### src/rtl/core/rdpe_pkg.sv
// Package with the types and constants shared by the reversible deque pop engine.
`default_nettype none

package rdpe_pkg;

   // Capacity of the element store and the widths used with it.
   localparam int DEPTH = 64;
   localparam int ADDR_W = $clog2(DEPTH);
   localparam int IDX_W = 7;
   localparam int DATA_W = 32;

   typedef enum logic [1:0] {
      OP_LOAD    = 2'd0,
      OP_REVERSE = 2'd1,
      OP_DELETE  = 2'd2,
      OP_FINISH  = 2'd3
   } op_type;

   typedef enum logic [1:0] {
      ST_ELEMENT = 2'd0,
      ST_EMPTY   = 2'd1,
      ST_ERROR   = 2'd2
   } status_type;

   typedef enum logic {
      FSM_IDLE = 1'b0,
      FSM_WALK = 1'b1
   } fsm_type;

   typedef struct packed {
      op_type                    operation;
      logic signed [DATA_W-1:0]  value;
   } req_type;

   typedef struct packed {
      logic signed [DATA_W-1:0]  element;
      status_type                status;
      logic                      last;
   } rsp_type;

endpackage

`default_nettype wire

### src/rtl/core/reversible_deque_pop_engine.sv
// Top level of the reversible deque pop engine: command handling, element store and emit walk.
`default_nettype none

// The engine holds a list of up to 64 signed 32-bit elements in a single-port-read,
// single-port-write memory. Each request word carries an operation: load appends an
// element until the first reverse or delete of a case, reverse flips the logical order
// by swapping the front and back indices, delete drops the current front element (on
// an empty list it sets a sticky error that makes later reverse and delete commands
// no-ops), and finish emits the list. Load, reverse and delete never stall unless an
// emit is still draining. Finish answers with one response word per remaining element
// in logical order, the final one marked last, or with a single empty or error word;
// a walk delivers one word per cycle while rsp_stall is low, limited by the single
// memory read port, and holds req_stall high until the walk ends and the fetch stage
// drains. After finish the case state returns to its reset values; the store itself
// is not cleared, since only freshly loaded entries are ever read. Loads are blocked
// during a walk, so a read never meets a write to the same entry. Response words pass
// through a fetch stage and an output register, so commands of the next case are
// accepted while the last word still waits to be taken.

module reversible_deque_pop_engine (
   input  wire logic              clock,
   input  wire logic              reset,
   input  wire logic              req_valid,
   output logic                   req_stall,
   input  wire rdpe_pkg::req_type req_data,
   output logic                   rsp_valid,
   input  wire logic              rsp_stall,
   output rdpe_pkg::rsp_type      rsp_data
);

   // Element store and its registered read data.
   logic [rdpe_pkg::DATA_W-1:0] store_mem [rdpe_pkg::DEPTH];
   logic [rdpe_pkg::DATA_W-1:0] mem_q_ff;

   // Case state.
   logic [rdpe_pkg::IDX_W-1:0]  front_ff, front_in;
   logic [rdpe_pkg::IDX_W-1:0]  back_ff, back_in;
   logic                        reversed_ff, reversed_in;
   logic                        error_ff, error_in;
   logic                        closed_ff, closed_in;

   // Emit walk.
   rdpe_pkg::fsm_type           fsm_ff, fsm_in;
   logic [rdpe_pkg::ADDR_W-1:0] walk_addr_ff, walk_addr_in;
   logic [rdpe_pkg::ADDR_W-1:0] walk_end_ff, walk_end_in;
   logic                        walk_down_ff, walk_down_in;

   // Fetch stage between the memory and the output register.
   logic                        fetch_valid_ff, fetch_valid_in;
   rdpe_pkg::status_type        fetch_status_ff, fetch_status_in;
   logic                        fetch_last_ff, fetch_last_in;

   // Output register.
   logic                        rsp_valid_ff, rsp_valid_in;
   rdpe_pkg::rsp_type           rsp_ff, rsp_in;

   logic                        req_take;
   logic                        load_write;
   logic                        fetch_move;
   logic                        fetch_free;
   logic                        rd_en;
   logic                        walk_last;
   logic                        finish_walk;
   logic                        finish_status;
   rdpe_pkg::status_type        finish_code;

   function automatic logic [rdpe_pkg::ADDR_W-1:0] back_in_minus_one(
      input logic [rdpe_pkg::IDX_W-1:0] idx
   );
      logic [rdpe_pkg::IDX_W-1:0] dec;
      dec = idx - 1'b1;
      return dec[rdpe_pkg::ADDR_W-1:0];
   endfunction

   // A new word is refused while a walk runs or while the fetch stage is still occupied,
   // because a finish may need that stage straight away.
   assign req_stall = (fsm_ff == rdpe_pkg::FSM_WALK) || fetch_valid_ff;
   assign req_take  = req_valid && !req_stall;

   assign fetch_move = fetch_valid_ff && (!rsp_valid_ff || !rsp_stall);
   assign fetch_free = !fetch_valid_ff || fetch_move;
   assign walk_last  = (walk_addr_ff == walk_end_ff);

   assign load_write = req_take && (req_data.operation == rdpe_pkg::OP_LOAD) && !closed_ff
                       && (back_ff < rdpe_pkg::IDX_W'(rdpe_pkg::DEPTH));

   // Case state update for each accepted command.
   always_comb begin
      front_in      = front_ff;
      back_in       = back_ff;
      reversed_in   = reversed_ff;
      error_in      = error_ff;
      closed_in     = closed_ff;
      walk_addr_in  = walk_addr_ff;
      walk_end_in   = walk_end_ff;
      walk_down_in  = walk_down_ff;
      finish_walk   = 1'b0;
      finish_status = 1'b0;
      finish_code   = rdpe_pkg::ST_EMPTY;
      if (req_take) begin
         unique case (req_data.operation)
            rdpe_pkg::OP_LOAD: begin
               if (load_write) begin
                  back_in = back_ff + 1'b1;
               end
            end
            rdpe_pkg::OP_REVERSE: begin
               closed_in = 1'b1;
               if (!error_ff) begin
                  front_in    = back_ff;
                  back_in     = front_ff;
                  reversed_in = !reversed_ff;
               end
            end
            rdpe_pkg::OP_DELETE: begin
               closed_in = 1'b1;
               if (!error_ff) begin
                  priority if (front_ff < back_ff) begin
                     front_in = front_ff + 1'b1;
                  end else if (front_ff > back_ff) begin
                     front_in = front_ff - 1'b1;
                  end else begin
                     error_in = 1'b1;
                  end
               end
            end
            rdpe_pkg::OP_FINISH: begin
               priority if (error_ff) begin
                  finish_status = 1'b1;
                  finish_code   = rdpe_pkg::ST_ERROR;
               end else if (front_ff == back_ff) begin
                  finish_status = 1'b1;
                  finish_code   = rdpe_pkg::ST_EMPTY;
               end else if (front_ff < back_ff) begin
                  // Ascending: from the front up to the entry below the back.
                  finish_walk  = 1'b1;
                  walk_down_in = 1'b0;
                  walk_addr_in = front_ff[rdpe_pkg::ADDR_W-1:0];
                  walk_end_in  = back_in_minus_one(back_ff);
               end else begin
                  // Descending: from the entry below the front down to the back.
                  finish_walk  = 1'b1;
                  walk_down_in = 1'b1;
                  walk_addr_in = back_in_minus_one(front_ff);
                  walk_end_in  = back_ff[rdpe_pkg::ADDR_W-1:0];
               end
               front_in    = '0;
               back_in     = '0;
               reversed_in = 1'b0;
               error_in    = 1'b0;
               closed_in   = 1'b0;
            end
            default: begin
            end
         endcase
      end
      if (rd_en) begin
         walk_addr_in = walk_down_ff ? walk_addr_ff - 1'b1 : walk_addr_ff + 1'b1;
      end
   end

   // Walk sequencer: next state.
   always_comb begin
      fsm_in = fsm_ff;
      unique case (fsm_ff)
         rdpe_pkg::FSM_IDLE: begin
            if (finish_walk) begin
               fsm_in = rdpe_pkg::FSM_WALK;
            end
         end
         rdpe_pkg::FSM_WALK: begin
            if (rd_en && walk_last) begin
               fsm_in = rdpe_pkg::FSM_IDLE;
            end
         end
         default: begin
            fsm_in = rdpe_pkg::FSM_IDLE;
         end
      endcase
   end

   // Walk sequencer: outputs. A read is issued only when the fetch stage will be free.
   always_comb begin
      rd_en = 1'b0;
      unique case (fsm_ff)
         rdpe_pkg::FSM_IDLE: begin
            rd_en = 1'b0;
         end
         rdpe_pkg::FSM_WALK: begin
            rd_en = fetch_free;
         end
         default: begin
            rd_en = 1'b0;
         end
      endcase
   end

   // Fetch stage and output register.
   always_comb begin
      fetch_valid_in  = fetch_valid_ff;
      fetch_status_in = fetch_status_ff;
      fetch_last_in   = fetch_last_ff;
      if (fetch_move) begin
         fetch_valid_in = 1'b0;
      end
      if (rd_en) begin
         fetch_valid_in  = 1'b1;
         fetch_status_in = rdpe_pkg::ST_ELEMENT;
         fetch_last_in   = walk_last;
      end else if (finish_status) begin
         fetch_valid_in  = 1'b1;
         fetch_status_in = finish_code;
         fetch_last_in   = 1'b1;
      end

      rsp_valid_in = rsp_valid_ff;
      rsp_in       = rsp_ff;
      if (rsp_valid_ff && !rsp_stall) begin
         rsp_valid_in = 1'b0;
      end
      if (fetch_move) begin
         rsp_valid_in   = 1'b1;
         rsp_in.element = (fetch_status_ff == rdpe_pkg::ST_ELEMENT) ? mem_q_ff : '0;
         rsp_in.status  = fetch_status_ff;
         rsp_in.last    = fetch_last_ff;
      end
   end

   // Element store: one write port for loads, one registered read port for the walk.
   always_ff @(posedge clock) begin
      if (load_write) begin
         store_mem[back_ff[rdpe_pkg::ADDR_W-1:0]] <= req_data.value;
      end
      if (rd_en) begin
         mem_q_ff <= store_mem[walk_addr_ff];
      end
   end

   always_ff @(posedge clock) begin
      if (reset) begin
         front_ff       <= '0;
         back_ff        <= '0;
         reversed_ff    <= 1'b0;
         error_ff       <= 1'b0;
         closed_ff      <= 1'b0;
         fsm_ff         <= rdpe_pkg::FSM_IDLE;
         fetch_valid_ff <= 1'b0;
         rsp_valid_ff   <= 1'b0;
      end else begin
         front_ff       <= front_in;
         back_ff        <= back_in;
         reversed_ff    <= reversed_in;
         error_ff       <= error_in;
         closed_ff      <= closed_in;
         fsm_ff         <= fsm_in;
         fetch_valid_ff <= fetch_valid_in;
         rsp_valid_ff   <= rsp_valid_in;
      end
   end

   always_ff @(posedge clock) begin
      walk_addr_ff    <= walk_addr_in;
      walk_end_ff     <= walk_end_in;
      walk_down_ff    <= walk_down_in;
      fetch_status_ff <= fetch_status_in;
      fetch_last_ff   <= fetch_last_in;
      rsp_ff          <= rsp_in;
   end

   assign rsp_valid = rsp_valid_ff;
   assign rsp_data  = rsp_ff;

endmodule

`default_nettype wire
### config.mk
export PLATFORM = sky130hd
export DESIGN_NAME = reversible_deque_pop_engine
export DESIGN_NICKNAME = d
export VERILOG_FILES = /design/src/rtl/core/rdpe_pkg.sv /design/src/rtl/core/reversible_deque_pop_engine.sv
export SDC_FILE = /design/constraint.sdc
export NUM_CORES = 2
export LEC_CHECK = 0
export BUFFER_PORTS_ARGS = -buffer_cell sky130_fd_sc_hd__buf_2
export CAP_MARGIN = 25
export CORE_UTILIZATION = 58
export CTS_CLUSTER_DIAMETER = 40
export DETAILED_ROUTE_END_ITERATION = 12
export PLACE_DENSITY = 0.81
export SLEW_MARGIN = 30
export SYNTH_ARGS = -nofsm -noshare
export SYNTH_HDL_FRONTEND = slang
export SYNTH_SLANG_ARGS = --single-unit
### constraint.sdc
create_clock -name clock -period 6.2 [get_ports clock]
set_input_delay 0.31 -clock clock [delete_from_list [all_inputs] [get_ports clock]]
set_output_delay 0.31 -clock clock [all_outputs]
set_load 0.02 [all_outputs]
==> impl_results.md <==
- Syn Inst Count: 3,570
- Max incr delay on CP: 1.03 ns
- I/O pin count: 75
- WL final: 220.6 mm
- Hold WS: 0.01341 ns
- DRT Pass-1 Iters: 8
- DR iter-0 viols: 6,883
- Hpwl dp: 112.2 mm
- Port bufs: 74
- CORE AREA: 141,400 um2
- Yosys cell types: 53
- Setup crit start: fetch_valid_ff$_SDFFE_PP0P_
- Worst-path cell chain: or2_2 > nor2_1 > and3_1 > nand3_1 > nor2_4 > buf_4
- Setup crit start kind: register
- # rows: 138
- CP Max Fanout: 17
- Antenna-violating nets left: 0
- # DRC: 0
- Area Growth Syn to Fin: 13.94%
- Peak Freq: 237.6 MHz
- Via/cell ratio: 7.127
- Die area: 143,800 um2
- RSZ-0062 raised after global routing: no
- MaxCap Viol Count: 0
- Status: complete, no violations
- Clk_skew: 0.03678 ns
- CP max stage cell: nor2_4
- Number of enable flip-flop cells after synthesis: 2,129
- Synth Cell Area: 82,520 um2
- Vias: 42.01k
- Post-synthesis sequential area ratio: 77.98%
- Worst slew margin: 29.86%
- CTS clk-pin slew, worst paths: 0.06 ns
- CTS H-tree lvls: 4
- Final setup fails: 0
- RePlAce Congestion: 0.9129
- Pleak: 0.02946 uW
- Clk Latency, worst-skew pair: 0.85 ns
- Overflow after GRT: 0
- Worst Tran Pin Value: 1.049 ns
- Ys async rst share: 0%
- Data required, critical path: 6.71 ns
- Seq cells post-synth: 2,150
- Cts bufs inserted: 225
- Die height: 379.2 um
- Clock sinks: 2,150
- Setup TNS: 0 ns
- Hold wc startpoint: req_data[27]
- Largest net degree at the start of global routing: 108
- Number of setup buffers added after CTS: 0
- Worst Path Arrival: 4.72 ns
- Final Cycle Share: 67.88%
- Syn nets: 3,624
- Setup CP Type: reg -> reg
- Reg2Reg Setup Slack: 1.99 ns
- Total GRT Usage: 31.46%
- Final Hold Viols: 0
- Synth Flop Type: edfxtp_1
- First-pass GRT wire length: 313.3 mm
- Synthesized area per cell: 23.12 um2
- Die width: 379.2 um
- Cell Pwr Density: 371.0 nW/um2
- Worst hold path type: in -> reg
- Root Driver: clkbuf_16
- Fraction of layout cells with a size suffix above 1: 30.23%
- YS warnings: 0
- Vias in the first global route: 42.15k
- # nets final: 3,865
- Final Max Slew Viols: 0
- Tmin final: 4.209 ns
- Antenna violations before repair: 6
- Critical Path End Type: register
- Longest Clk Path Bufs: 3
- Initial Util: 58.36%
- DR WL/cell: 37.42 um
- Peak supply drop: 0.0002462 V
- TritonCTS clock tree: built
- Worst reg2reg path startpoint: fetch_valid_ff$_SDFFE_PP0P_
layer usage:
| layer | routed length, um | vias to the layer above | part of all wire (%) | GRT usage, % |
|---|---|---|---|---|
| li1 | - | 15753 | - | - |
| met1 | 74790 | 21777 | 34 | 41.61 |
| met2 | 106300 | 3804 | 48 | 49.35 |
| met3 | 28520 | 666 | 13 | 8.799 |
| met4 | 10890 | 6 | 4.9 | 13.92 |
| met5 | 35 | - | 0.016 | 0 |
state kept, by name, summed over array words and instances, names as in the netlist, 2 cells and up:
signal           flops
back_ff              7
fetch_status_ff      2
front_ff             7
mem_q_ff            32
rsp_data            35
store_mem         2048
walk_addr_ff         6
walk_end_ff          6
cell type report:
type / instances / area, um2
inverters: 22 / 85.08
well taps: 1890 / 2365
multi-input cells: 1206 / 17630
repair buffers: 206 / 1993
diodes: 2 / 5.005
flip-flops and latches: 2150 / 64350
clock buffers: 252 / 5838
clock inverters: 166 / 1760
fillers: 8088 / 47390
placed cells by master, fill, tap and decap left out, types with 23 or more instances in the layout:
master     count
buf_4        111
buf_2         48
nor2_4        62
nand3_1       30
a22oi_1       45
mux4_2       581
and2_1        34
nand2_1       54
clkinv_2      33
clkbuf_16    230
bufinv_16     26
a21oi_1       23
nor2_1        49
mux2i_1       81
o21ai_0       36
o22ai_1       42
edfxtp_1    2129
clkinv_1      41
cell families after synthesis:
| kind of cell | count (synthesis) | synth area share [%] |
|---|---|---|
| flops | 2150 | 77.98 |
| mux | 663 | 16.85 |
| simple gates | 289 | 1.647 |
| compound gates | 217 | 1.768 |
| buf+inv | 214 | 1.277 |
| xor+xnor | 21 | 0.2229 |
| fa+ha+maj | 16 | 0.2517 |
cells in the mapped netlist (31+ instances only):
cell type | n | share of area [%]
edfxtp_1 | 2129 | 77
mux4_2 | 581 | 16
nor2_1 | 112 | 0.51
clkbuf_1 | 91 | 0.41
mux2i_1 | 81 | 0.98
buf_2 | 56 | 0.34
nand2_1 | 54 | 0.25
a22oi_1 | 45 | 0.41
o22ai_1 | 42 | 0.32
o21ai_0 | 36 | 0.22
and2_1 | 34 | 0.26
nand3_1 | 31 | 0.19
critical path, delay by kind of cell, from the launching register on:
family                 cells  cell delay (ns)
AND/OR/NAND/NOR            5             3.00
flip-flops                 1             0.33
buffers and inverters      1             0.49
where the power goes:
part	internal [uW]	switching, uW
sequential	16100	80.3
clock	7940	5960
combinational	2000	2770
total	26100	8810
final timing paths:
kind / end / depth (start not counted)
max: store_mem[24][22]$_DFFE_PP_ / 6
min: store_mem[22][27]$_DFFE_PP_ / 1
max reg2reg: store_mem[24][22]$_DFFE_PP_ / 6
min reg2reg: rsp_data[0]$_DFFE_PP_ / 0
timing repair:
| action | CTS | global route |
|---|---|---|
| hold buffers | 11 | 2 |
| setup endpoints to repair | 0 | 0 |
| endpoints found under the hold margin | 132 | 19 |
| gates resized for setup | 0 | 0 |
metrics by stage:
| step | power [uW] | area [um2] | utilization (%) | std cells | worst slack, ns |
|---|---|---|---|---|---|
| 3_3_place_gp | 21000 | 85650 | 60.56 | 5438 | 2.210 |
| 3_5_place_dp | 21090 | 86220 | 60.97 | 5459 | 2.073 |
| 2_1_floorplan | 19610 | 82520 | - | 3570 | 2.162 |
| 4_1_cts | 34870 | 93930 | 66.42 | 5888 | 2.106 |
| 5_1_grt | 35640 | 94020 | 66.49 | 5892 | 1.907 |
| 6_report | 34880 | 94030 | 66.49 | 5894 | 1.991 |
Note: power is estimated with default switching activity, not from simulation.
